==> src/rtl/core/ght_pkg.sv <==
// ----------------------------------------------------------------------------
// ght_pkg
// Types, field widths and codes shared by the generational handle table.
// ----------------------------------------------------------------------------
package ght_pkg;

  localparam int KIND_W    = 2;
  localparam int ID_W      = 10;
  localparam int GEN_W     = 32;
  localparam int OWNER_W   = 7;
  localparam int PROTO_W   = 8;
  localparam int STATUS_W  = 2;
  localparam int COUNT_W   = 11;
  localparam int CFG_IDX_W = 1;

  localparam int SLOTS_DEFAULT = 1024;
  localparam int COUNT_RESET   = 1024;

  localparam logic [KIND_W-1:0] KIND_ALLOC   = 2'd0;
  localparam logic [KIND_W-1:0] KIND_RELEASE = 2'd1;
  localparam logic [KIND_W-1:0] KIND_LOOKUP  = 2'd2;

  localparam logic [STATUS_W-1:0] STAT_OK    = 2'd0;
  localparam logic [STATUS_W-1:0] STAT_FULL  = 2'd1;
  localparam logic [STATUS_W-1:0] STAT_OWNER = 2'd2;
  localparam logic [STATUS_W-1:0] STAT_STALE = 2'd3;

  localparam logic [CFG_IDX_W-1:0] CFG_OWNER_ID   = 1'b0;
  localparam logic [CFG_IDX_W-1:0] CFG_SLOT_COUNT = 1'b1;

  typedef struct packed {
    logic [KIND_W-1:0]  kind;
    logic [ID_W-1:0]    slot_id;
    logic [GEN_W-1:0]   generation;
    logic [OWNER_W-1:0] owner;
    logic [PROTO_W-1:0] protocol;
  } cmd_t;

  typedef struct packed {
    logic [STATUS_W-1:0] status;
    logic [ID_W-1:0]     result_id;
    logic [GEN_W-1:0]    result_generation;
    logic [OWNER_W-1:0]  result_owner;
    logic [COUNT_W-1:0]  free_slots;
  } rsp_t;

  // one slot entry as kept in the slot memory
  typedef struct packed {
    logic [GEN_W-1:0]   generation;
    logic               occupied;
    logic [PROTO_W-1:0] protocol;
  } slot_word_t;

  // write-back decided for the current item
  typedef struct packed {
    logic       slot_we;
    slot_word_t word;
    logic       push;
  } ght_upd_t;

  typedef enum logic [1:0] {
    S_CLEAR,
    S_IDLE,
    S_STACK,
    S_SLOT
  } ght_state_t;

endpackage

==> src/rtl/core/ght_eval.sv <==
// ----------------------------------------------------------------------------
// ght_eval
// Checks one item against the slot entry read from memory and works out the
// result and the write-back to the slot and free stack.
// ----------------------------------------------------------------------------
module ght_eval import ght_pkg::*; (
  input  cmd_t               item,
  input  logic [COUNT_W-1:0] cur_id,
  input  logic               stack_empty,
  input  slot_word_t         word,
  input  logic [OWNER_W-1:0] owner_id,
  input  logic [COUNT_W-1:0] slot_count,
  input  logic [COUNT_W-1:0] depth,
  output rsp_t               rsp,
  output ght_upd_t           upd
);

  logic [GEN_W-1:0] gen_alloc;
  logic [GEN_W-1:0] gen_inc;
  logic [GEN_W-1:0] gen_rel;
  logic             in_range;
  logic             handle_ok;

  assign gen_alloc = (word.generation == '0) ? GEN_W'(1) : word.generation;
  assign gen_inc   = word.generation + GEN_W'(1);
  // zero is skipped when the generation wraps
  assign gen_rel   = (gen_inc == '0) ? GEN_W'(1) : gen_inc;
  assign in_range  = cur_id < slot_count;
  assign handle_ok = in_range && word.occupied && (word.generation == item.generation) &&
                     ((item.kind == KIND_RELEASE) || (word.protocol == item.protocol));

  always_comb begin
    rsp        = '0;
    rsp.status = STAT_STALE;
    upd        = '0;
    upd.word   = word;
    case (item.kind)
      KIND_ALLOC: begin
        if (stack_empty || !in_range) begin
          rsp.status = STAT_FULL;
        end else begin
          rsp.status            = STAT_OK;
          rsp.result_id         = ID_W'(cur_id);
          rsp.result_generation = gen_alloc;
          rsp.result_owner      = owner_id;
          upd.slot_we           = 1'b1;
          upd.word.generation   = gen_alloc;
          upd.word.occupied     = 1'b1;
          upd.word.protocol     = item.protocol;
        end
      end
      KIND_RELEASE, KIND_LOOKUP: begin
        if (item.owner != owner_id) begin
          rsp.status = STAT_OWNER;
        end else if (handle_ok) begin
          rsp.status            = STAT_OK;
          rsp.result_id         = item.slot_id;
          rsp.result_generation = item.generation;
          rsp.result_owner      = owner_id;
          if (item.kind == KIND_RELEASE) begin
            upd.slot_we         = 1'b1;
            upd.word.generation = gen_rel;
            upd.word.occupied   = 1'b0;
            upd.push            = depth < slot_count;
          end
        end
      end
      default: begin
        rsp.status = STAT_STALE;
      end
    endcase
    rsp.free_slots = upd.push ? depth + COUNT_W'(1) : depth;
  end

endmodule

==> config.mk <==
export PLATFORM = sky130hd
export DESIGN_NAME = ght_eval
export DESIGN_NICKNAME = d
export VERILOG_FILES = /design/src/rtl/core/ght_pkg.sv /design/src/rtl/core/ght_eval.sv
export SDC_FILE = /design/constraint.sdc
export NUM_CORES = 1
export LEC_CHECK = 0
export BUFFER_PORTS_ARGS = -buffer_cell sky130_fd_sc_hd__buf_2
export CAP_MARGIN = 20
export CORE_MARGIN = 8
export CORE_UTILIZATION = 46
export DETAILED_ROUTE_END_ITERATION = 16
export GPL_TIMING_DRIVEN = 0
export PLACE_DENSITY = 0.85
export SLEW_MARGIN = 25
export SYNTH_ARGS = -nofsm -noshare
export SYNTH_HDL_FRONTEND = slang
export SYNTH_SLANG_ARGS = --single-unit
==> constraint.sdc <==
create_clock -name vclk -period 3.75
set_clock_uncertainty 0.1 [all_clocks]
set_input_delay 0.1875 -clock vclk [all_inputs]
set_output_delay 0.1875 -clock vclk [all_outputs]
set_load 0.005 [all_outputs]
==> After elaboration in Yosys (flattened, before gate mapping) <==
Cells that the tools add are included.
{ "word_totals": {"elab_cells": 39, "input_bits": 141, "ff_bits": 0, "out_inout_bits": 105} }
{ "classes": {"eq_ne": 5, "muxes": 20, "add_sub_neg": 2, "reduce_logical": 10, "magnitude_cmp": 2} }
{ "op_table": {"columns": ["cell", "count"], "rows": [
  ["$mux 34", 3],
  ["$mux 49", 2],
  ["$pmux 49 s2", 1],
  ["$pmux 34 s2", 1],
  ["$logic_not 32->1", 2],
  ["$mux 32", 2],
  ["$mux 51", 1],
  ["$mux 42", 1],
  ["$add 32x1->32 const B", 1],
  ["$eq 32x32->1", 1],
  ["$lt 11x11->1", 2],
  ["$add 11x1->11 const B", 1],
  ["$mux 11", 1],
  ["$eq 8x8->1", 1],
  ["$mux 8", 1],
  ["$ne 7x7->1", 1],
  ["$mux 1", 5],
  ["$pmux 2 s2", 1],
  ["$logic_and 1x1->1", 3],
  ["$eq 2x1->1 const B", 1],
  ["$eq 2x2->1 const B", 1],
  ["$logic_not 2->1", 1],
  ["$logic_or 1x1->1", 2],
  ["$mux 2", 1],
  ["other kinds (2)", 2]
]} }

==> Longest topological paths before layout <==
Gate-level depths: netlist (run 1).
{ "depth": {"ltp_word": 8, "mapped_depth": 11, "ltp_nobuf": 10} }

==> Worst setup path after synthesis (run 1) <==
No wires, ideal clock.
{ "synth_path": {"path_type": "input -> output", "from": "input port word[29] in the netlist's numbering", "to": "output port rsp[1] in the netlist's numbering", "n_path_buf": 1, "required_ps": 3462, "slack_ps": 825, "stages": 8, "t_arrival_ps": 2638, "cell_sequence": "clkbuf_1 -> xor2_1 -> nor4_1 -> nand4_1 -> or4_4 -> or4_4 -> nor3b_2 -> mux2_1"} }
{ "synth_lines": {"columns": ["element", "line_no", "source"], "rows": [
  ["start: declaration", "ght_eval.sv:10", "input slot_word_t word,"],
  ["end: declaration", "ght_eval.sv:14", "output rsp_t rsp,"]
]} }

==> metrics.md, run 1 <==
| Metric | Value |
|---|---|
| Site row count | `34` |
| Yosys top cell by area | `sky130_fd_sc_hd__xor2_1` |
| Final hold violation count | `0` |
| Min-delay src | `item[50]` |
| Wire length the detailed router placed on met1 | `between 7000 and 8000 um` |
| CP Data Required Time | `3460 ps` |
| Net switching share of the total power | `58.4%` |
| Final design instance area without fill | `~5400 um^2` |
| Gpl congestion | `between 1 and 1.5` |
| Mean Syn Cell Area | `roughly 6.4 um^2` |
| Vias after detailed routing | `6003` |
| Vias per inst | `~6.2` |
| Area of the mapped netlist | `between 4000 and 5000 um^2` |
| Critical path type | `in -> out` |
| DRT iter0 DRCs | `655` |
| Signal arrival time at the worst endpoint | `approximately 3300 ps` |
| Setup violation total in the final timing report | `0` |
| Footprint of the multi-input gates | `around 3700 um^2` |
| Final wirelength | `between 15000 and 20000 um` |
| Layout area overhead | `34.3%` |
| Number of instances in the placed design | `971` |
| Hold Path Depth | `3` |
| Slew Limit Headroom | `a little under half` |
| Pin count of the biggest net entering global routing | `11` |
| Sum of met3 wire segment lengths after detailed routing | `roughly 2400 um` |
| Clock network fraction of design power | `0%` |
| Initial Util | `~47%` |
| Fill cell total of the finished layout | `approximately 860` |
| Period utilization | `between 90% and 100%` |
| Transition time at the pin with the least slew margin | `between 700 and 800 ps` |
| Utilization after layout | `approximately 63%` |
| Vias in the first global route | `about 5.6k` |
| Type of origin of the critical path | `input port` |
| Top Layer Used | `met4` |
| Routed length per instance | `just over 20 um` |
| Area occupied by registers | `0 um^2` |
| Commonest cells in the netlist | `sky130_fd_sc_hd__nand2_1 (62), sky130_fd_sc_hd__nor2_1 (58), sky130_fd_sc_hd__xor2_1 (46), sky130_fd_sc_hd__nand3_1 (44)` |
| Share of the synthesized area in the top cell type | `approximately a tenth` |
| Most common cell in the netlist | `sky130_fd_sc_hd__nand2_1` |
| Wire length on met2 | `roughly 9400 um` |
| Synth area leaders | `sky130_fd_sc_hd__xor2_1 (10%), sky130_fd_sc_hd__ha_1 (8.1%), sky130_fd_sc_hd__a22oi_1 (6.0%)` |
| Capture endpoint of the worst hold path | `rsp[53]` |
| Net count, final | `just over 1k` |
| Final critical path time including I/O delays and setup | `3590 ps` |
| Overall track demand over capacity in global routing | `between 30% and 40%` |
| Total Die Area | `between 10000 and 15000 um^2` |
| Number of antenna repair diodes | `0` |
| Portion of total power attributed to sequential cells | `0%` |
| Die Y-Extent | `109 um` |
| HPWL after detailed placement | `16400 um` |
| Net count of the mapped netlist | `between 700 and 800` |
| Post-detailed-route DRC marker count | `0` |
| Total number of yosys warnings | `0` |
| Post-CTS Hold Buffers | `0` |
| Core region area | `roughly 8600 um^2` |
| Register area share after synthesis | `0%` |
| Gr ovfl total | `0` |
| Synthesized instance count | `approximately 630` |
| Top achievable clock speed | `about 280 MHz` |
| Cell Count, Final, Fillers Out | `just under 1k` |
| DR pass1 iterations | `8` |
| Endpoint type of the worst setup path | `primary output` |
| Final number of max-transition violations | `0` |
| Switching power | `between 300 and 400 uW` |
| Max FO, Critical Path | `10` |
| Min-delay worst type | `in -> out` |
| Count of port buffers added during placement | `~240` |
| Proportion of power drawn by combinational gates | `100.0%` |
| Dpl cell area | `between 5000 and 6000 um^2` |
| Die W | `around 110 um` |
| Proportion of layout cells with a drive suffix above 1 | `around a third` |
| Antenna violations before repair | `0` |
| Status | `completed` |
| Boundary pin count | `~250` |
| Number of different library cells in the post-synthesis netlist | `56` |
| Count of flip-flops and latches | `0` |
| First-pass GRT wire length | `between 20000 and 30000 um` |
| Final ANT Viol Nets | `0` |
| Cell-internal power | `roughly 220 uW` |
| Peak supply drop | `0.0000534 V` |
| Clock buf count | `0` |
| LEAKAGE | `2.61 nW` |
| Maximum capacitance violations | `0` |
| Power density relative to cell area | `96.7 nW/um^2` |
-- power by group through the flow --
stage | Clock [mW] | Sequential (mW) | Combinational (mW)
2_1_floorplan | 0 | 0 | 0.275
3_3_place_gp | 0 | 0 | 0.502
3_5_place_dp | 0 | 0 | 0.507
4_1_cts | 0 | 0 | 0.509
5_1_grt | 0 | 0 | 0.566
6_report | 0 | 0 | 0.521
-- worst max-delay path by stage --
| stage | from | to | slack [ps] | cells after the start |
|---|---|---|---|---|
| after CTS | word[9] | upd[38] | 5 | 13 |
| after floorplan | word[29] | rsp[1] | 820 | 8 |
| after global routing | word[9] | upd[16] | -9 | 13 |
| after detailed placement | word[16] | upd[38] | -180 | 12 |
| final | word[12] | upd[38] | 160 | 13 |
| after global placement | item[9] | rsp[27] | -480 | 10 |
-- cells in the final DEF (no fill, tap or decap), types with 24 or more instances in the layout --
cell,n
sky130_fd_sc_hd__nand4_1,27
sky130_fd_sc_hd__nand3_1,43
sky130_fd_sc_hd__ha_1,26
sky130_fd_sc_hd__inv_1,25
sky130_fd_sc_hd__a21oi_1,24
sky130_fd_sc_hd__buf_2,247
sky130_fd_sc_hd__clkbuf_1,31
sky130_fd_sc_hd__nand2_1,62
sky130_fd_sc_hd__xor2_1,46
sky130_fd_sc_hd__nor2_1,57
sky130_fd_sc_hd__a22oi_1,32
-- stage by stage --
step	hold WS (ps)	power [mW]	setup slack [ps]	setup TNS, ps
after floorplan	330	0.275	825	0
after global placement	553	0.502	-477	-21990
after detailed placement	558	0.507	-184	-1340
after CTS	559	0.509	5.37	0
after global routing	569	0.566	-8.52	-8.52
final	557	0.521	159	0
-- final cells by class --
| type | instances | area share, % |
|---|---|---|
| Buffer | 51 | 4.69 |
| Inverter | 25 | 1.74 |
| Multi-Input combinational cell | 551 | 68.9 |
| Tap cell | 108 | 2.51 |
| Timing Repair Buffer | 237 | 22.1 |
-- routing by layer --
metal | vias to the layer above | GRT usage [%]
li1 | 2805 | -
met1 | 2689 | 35.2
met2 | 441 | 53.3
met3 | 68 | 4.69
met4 | 0 | 12.0
met5 | - | 0
-- cells by family after synthesis --
family	Yosys count	synth area share, %
compound gates	132	22.9
simple gates	311	41.7
fa+ha+maj	26	8.11
xor+xnor	68	14.9
buf+inv	76	8.61
mux	14	3.78
-- critical path, stage by stage --
cell and delay [ps]:
sky130_fd_sc_hd__buf_2 100, sky130_fd_sc_hd__buf_2 200, sky130_fd_sc_hd__nand4_1 220, sky130_fd_sc_hd__clkbuf_1 290
sky130_fd_sc_hd__nor4_1 640, sky130_fd_sc_hd__nor3_1 100, sky130_fd_sc_hd__o211ai_1 300, sky130_fd_sc_hd__nor3_1 150
sky130_fd_sc_hd__a31oi_4 340, sky130_fd_sc_hd__buf_2 300, sky130_fd_sc_hd__a21oi_1 110, sky130_fd_sc_hd__o22ai_1 200
sky130_fd_sc_hd__buf_2 160
-- repair_timing --
action,4_1_cts,5_1_grt
setup buffers,0,1
pin swaps,0,2
resized for setup,1,8
setup endpoints to repair,10,63
Power figures use the tool's default switching activity.
==> inputs of run 2 (changes only) <==
Settings changed: GPL_TIMING_DRIVEN 0 to default.
==> metrics.md, run 2 (synthesis gave the netlist of run 1 again) <==
| Metric | Value |
|---|---|
| Status | `completed` |
| Min-delay src | `item[50]` |
| CP Data Required Time | `3460 ps (about the same)` |
| Power Total | `517 uW (-0.72%)` |
| LEAKAGE | `2.66 nW (+1.8%)` |
| Post-detailed-route DRC marker count | `0 (unchanged)` |
| Final number of max-transition violations | `0 (unchanged)` |
| Setup repair after global routing missed its margin | `no` |
| Vias in the first global route | `5588 (-0.96%)` |
| Final ANT Viol Nets | `0 (unchanged)` |
| Grt met2 use | `52.9% (-0.39 points)` |
| Hold Path Depth | `3 (unchanged)` |
| DRT iter0 DRCs | `569 (-13%)` |
| Top achievable clock speed | `283 MHz (+1.5%)` |
| Vias per inst | `6.19 (+0.29%)` |
| Cell Count, Final, Fillers Out | `959 (-1.3%)` |
| Core region area | `8590 um^2 (unchanged)` |
| First-pass GRT wire length | `28300 um (-2.0%)` |
| Capture endpoint of the worst hold path | `rsp[53]` |
| Area occupied by registers | `0 um^2 (unchanged)` |
| HPWL after detailed placement | `15700 um (-4.1%)` |
| Total Die Area | `12000 um^2 (unchanged)` |
| Met1 layer usage reported by global route | `33.8% (-1.5 points)` |
| Final wirelength | `19000 um (-4.1%)` |
| Signal arrival time at the worst endpoint | `3250 ps (-50 ps)` |
| Proportion of layout cells with a drive suffix above 1 | `35.3% (+2.3 points)` |
| Site row count | `34 (unchanged)` |
| Utilization after layout | `62.4% (-0.31 points)` |
| Setup TNS | `0 ps (unchanged)` |
| Most used routing layer in global routing | `met2` |
| Final critical path time including I/O delays and setup | `3540 ps (-53.0 ps)` |
| Die W | `109 um (unchanged)` |
| DR pass1 iterations | `6 (-2)` |
| Die Y-Extent | `109 um (unchanged)` |
| Gpl congestion | `1.07 (+1.7%)` |
| Post-CTS Hold Buffers | `0 (unchanged)` |
| Power density relative to cell area | `96.5 nW/um^2 (-0.23%)` |
| GR met3 Demand/Resource | `4.04% (-0.64 points)` |
| Period utilization | `94.3% (-1.4 points)` |
| Clock buf count | `0 (unchanged)` |
| Overall track demand over capacity in global routing | `29.0% (-1.0 points)` |
| Number of antenna repair diodes | `0 (unchanged)` |
| Max FO, Critical Path | `9 (-1)` |
| Min Hold Slack | `559 ps (+1.73 ps)` |
| Maximum capacitance violations | `0 (unchanged)` |
| Routed length per instance | `19.8 um (-2.8%)` |
| Gr ovfl total | `0 (unchanged)` |
| Endpoint type of the worst setup path | `primary output` |
| Peak supply drop | `0.0000576 V (+8.0%)` |
| Critical path type | `in -> out` |
| Vias after detailed routing | `5940 (-1.0%)` |
| Type of origin of the critical path | `input port` |
| Slew Limit Headroom | `52.5% (+5.7 points)` |
| Number of instances in the placed design | `959 (-1.2%)` |
| Most used cells in the layout excluding fill and tap cells | `sky130_fd_sc_hd__buf_2 (246), sky130_fd_sc_hd__nand2_1 (62), sky130_fd_sc_hd__nor2_1 (58)` |
| Post-CTS Repair Setup Buffers | `0 (unchanged)` |
| Transition time at the pin with the least slew margin | `710 ps (-84.9 ps)` |
| Pin count of the biggest net entering global routing | `41 (+30)` |
| Count of port buffers added during placement | `246 (+4.7%)` |
| Net count, final | `1020 (-1.3%)` |
| Final hold violation count | `0 (unchanged)` |
| Layout area overhead | `33.7%` |
| Setup violation total in the final timing report | `0 (unchanged)` |
| Antenna violations before repair | `0 (unchanged)` |
| Most common cell after layout, fill and taps aside | `sky130_fd_sc_hd__buf_2` |
| Initial Util | `46.7% (unchanged)` |
| Resized cells post-CTS | `0 (-1)` |
| Boundary pin count | `246 (unchanged)` |
| Count of flip-flops and latches | `0 (unchanged)` |
| Min-delay worst type | `in -> out` |
run 2: critical path, stage by stage:
cell	delay, ps
sky130_fd_sc_hd__buf_2	210
sky130_fd_sc_hd__ha_1	260
sky130_fd_sc_hd__and2_1	220
sky130_fd_sc_hd__nand2_1	150
sky130_fd_sc_hd__or4_1	640
sky130_fd_sc_hd__mux2i_1	290
sky130_fd_sc_hd__nor3_1	130
sky130_fd_sc_hd__a31oi_1	440
sky130_fd_sc_hd__nand2_1	280
sky130_fd_sc_hd__o31ai_1	270
sky130_fd_sc_hd__buf_2	170
run 2: layout make-up:
| class | count | area, um^2 |
|---|---|---|
| Timing Repair Buffer | 275 | 1450 |
| Fill cell | 851 | 3230 |
| Tap cell | 108 | 135 |
| Inverter | 25 | 93.8 |
| Multi-Input combinational cell | 551 | 3680 |
run 2: layer usage:
metal,share of wire (%),routed length (um)
met1,37,6990
met2,49,9350
met3,10,1970
met4,3.4,649
met5,0,0
run 2: worst max-delay path by stage:
| stage | from | endpoint | slack, ps | cells after the start |
|---|---|---|---|---|
| after detailed placement | word[10] | upd[34] | 370 | 11 |
| after CTS | word[10] | upd[27] | 360 | 11 |
| after floorplan | word[29] | rsp[1] | 820 | 8 |
| final | word[10] | upd[27] | 210 | 11 |
| after global placement | word[10] | upd[34] | 360 | 11 |
| after global routing | word[10] | upd[27] | 110 | 11 |
run 2: report_power, final:
part	switching [mW]	internal, mW	total (mW)	leakage (nW)
clock	0	0	0	0
combinational	0.299	0.218	0.517	2.66
sequential	0	0	0	0
run 2: metrics by stage:
stage	instance area (um^2)	setup slack, ps
2_1_floorplan	4010	825
3_3_place_gp	5360	363
3_5_place_dp	5360	373
4_1_cts	5360	360
5_1_grt	5360	110
6_report	5360	212
==> inputs of run 3 (changes only) <==
Settings changed: RECOVER_POWER from default to 25.
==> metrics.md, run 3 (synthesis gave the netlist of run 1 again) <==
| Metric | Value |
|---|---|
| Die W | `109 um (unchanged)` |
| Status | `completed` |
| HPWL after detailed placement | `15700 um (unchanged)` |
| Period utilization | `93.9% (-0.46 points)` |
| Number of instances in the placed design | `959 (unchanged)` |
| Final hold violation count | `0 (unchanged)` |
| Layout area overhead | `32.6%` |
| DR pass1 iterations | `7 (+1)` |
| Post-CTS Hold Buffers | `0 (unchanged)` |
| DRT iter0 DRCs | `587 (+3.2%)` |
| Vias in the first global route | `5588 (unchanged)` |
| Vias after detailed routing | `5964 (+0.40%)` |
| Gpl congestion | `1.07 (unchanged)` |
| Count of flip-flops and latches | `0 (unchanged)` |
| Site row count | `34 (unchanged)` |
| Maximum capacitance violations | `0 (unchanged)` |
| Signal arrival time at the worst endpoint | `3230 ps (-20 ps)` |
| Pin count of the biggest net entering global routing | `41 (unchanged)` |
| Initial Util | `46.7% (unchanged)` |
| Type of origin of the critical path | `input port` |
| Clock buf count | `0 (unchanged)` |
| Setup repair after global routing missed its margin | `no` |
| Core region area | `8590 um^2 (unchanged)` |
| LEAKAGE | `2.58 nW (-3.1%)` |
| Final critical path time including I/O delays and setup | `3520 ps (-17.4 ps)` |
| Top achievable clock speed | `284 MHz (+0.49%)` |
| Slew Limit Headroom | `50.5% (-1.9 points)` |
| Most common cell after layout, fill and taps aside | `sky130_fd_sc_hd__buf_2` |
| Peak supply drop | `0.0000585 V (+1.6%)` |
| Setup violation total in the final timing report | `0 (unchanged)` |
| Min-delay worst type | `in -> out` |
| Total Die Area | `12000 um^2 (unchanged)` |
| Cell Count, Final, Fillers Out | `959 (unchanged)` |
| First-pass GRT wire length | `28300 um (unchanged)` |
| Area occupied by registers | `0 um^2 (unchanged)` |
| Post-detailed-route DRC marker count | `0 (unchanged)` |
| Power density relative to cell area | `96.8 nW/um^2 (+0.35%)` |
| Critical path type | `in -> out` |
| Post-CTS Repair Setup Buffers | `0 (unchanged)` |
| Net count, final | `1020 (unchanged)` |
| Resized cells post-CTS | `0 (unchanged)` |
| Final ANT Viol Nets | `0 (unchanged)` |
| Number of antenna repair diodes | `0 (unchanged)` |
| Final wirelength | `19000 um (about the same)` |
| Proportion of layout cells with a drive suffix above 1 | `32.9% (-2.4 points)` |
| Overall track demand over capacity in global routing | `29.0% (unchanged)` |
| Most used cells in the layout excluding fill and tap cells | `sky130_fd_sc_hd__buf_2 (229), sky130_fd_sc_hd__nand2_1 (62), sky130_fd_sc_hd__nor2_1 (58)` |
| Vias per inst | `6.22 (+0.40%)` |
| CP Data Required Time | `3460 ps (about the same)` |
| Antenna violations before repair | `0 (unchanged)` |
| Routed length per instance | `19.8 um (about the same)` |
| Endpoint type of the worst setup path | `primary output` |
| Gr ovfl total | `0 (unchanged)` |
| Final number of max-transition violations | `0 (unchanged)` |
| Die Y-Extent | `109 um (unchanged)` |
| Count of port buffers added during placement | `246 (unchanged)` |
| Setup TNS | `0 ps (unchanged)` |
| Transition time at the pin with the least slew margin | `739 ps (+28.9 ps)` |
| Max FO, Critical Path | `9 (unchanged)` |
| Boundary pin count | `246 (unchanged)` |
-- run 3: final timing paths --
path  depth (start not counted)       to  slack (ps)      from
max                          11  upd[27]         230  word[10]
min                           3  rsp[53]         560  item[50]
-- run 3: area by class of cell --
| class | count | area (um^2) |
|---|---|---|
| inverter | 25 | 93.8 |
| tap | 108 | 135 |
| fill | 858 | 3280 |
| multi-input combinational | 551 | 3670 |
| timing repair buffer | 275 | 1420 |
-- run 3: layer usage --
metal / GRT usage [%] / up-vias / share of wire [%]
met1: 33.8 / 2714 / 37
li1: - / 2779 / -
met5: 0 / - / 0
met4: 9.84 / 0 / 3.3
met2: 52.9 / 404 / 49
met3: 4.04 / 67 / 11
-- run 3: critical path: stages --
cell and delay (ps):
sky130_fd_sc_hd__buf_2 210, sky130_fd_sc_hd__ha_1 260, sky130_fd_sc_hd__and2_1 220, sky130_fd_sc_hd__nand2_1 150, sky130_fd_sc_hd__or4_1 630, sky130_fd_sc_hd__mux2i_1 290
sky130_fd_sc_hd__nor3_1 130, sky130_fd_sc_hd__a31oi_1 440, sky130_fd_sc_hd__nand2_1 270, sky130_fd_sc_hd__o31ai_1 270, sky130_fd_sc_hd__buf_2 160
-- run 3: power breakdown --
| group | leakage, nW | switching (mW) | internal (mW) |
|---|---|---|---|
| clock network | 0 | 0 | 0 |
| logic | 2.58 | 0.299 | 0.216 |
| registers | 0 | 0 | 0 |
-- run 3: stage by stage --
step           hold slack (ps)  utilization (%)  total power, mW  area [um^2]  setup WS (ps)
5_1_grt                    574             61.9            0.560         5320           99.5
2_1_floorplan              330                -            0.275         4010            825
6_report                   559             61.9            0.515         5320            229
3_3_place_gp               556             62.4            0.501         5360            363
3_5_place_dp               560             62.4            0.506         5360            373
4_1_cts                    561             62.4            0.509         5360            360
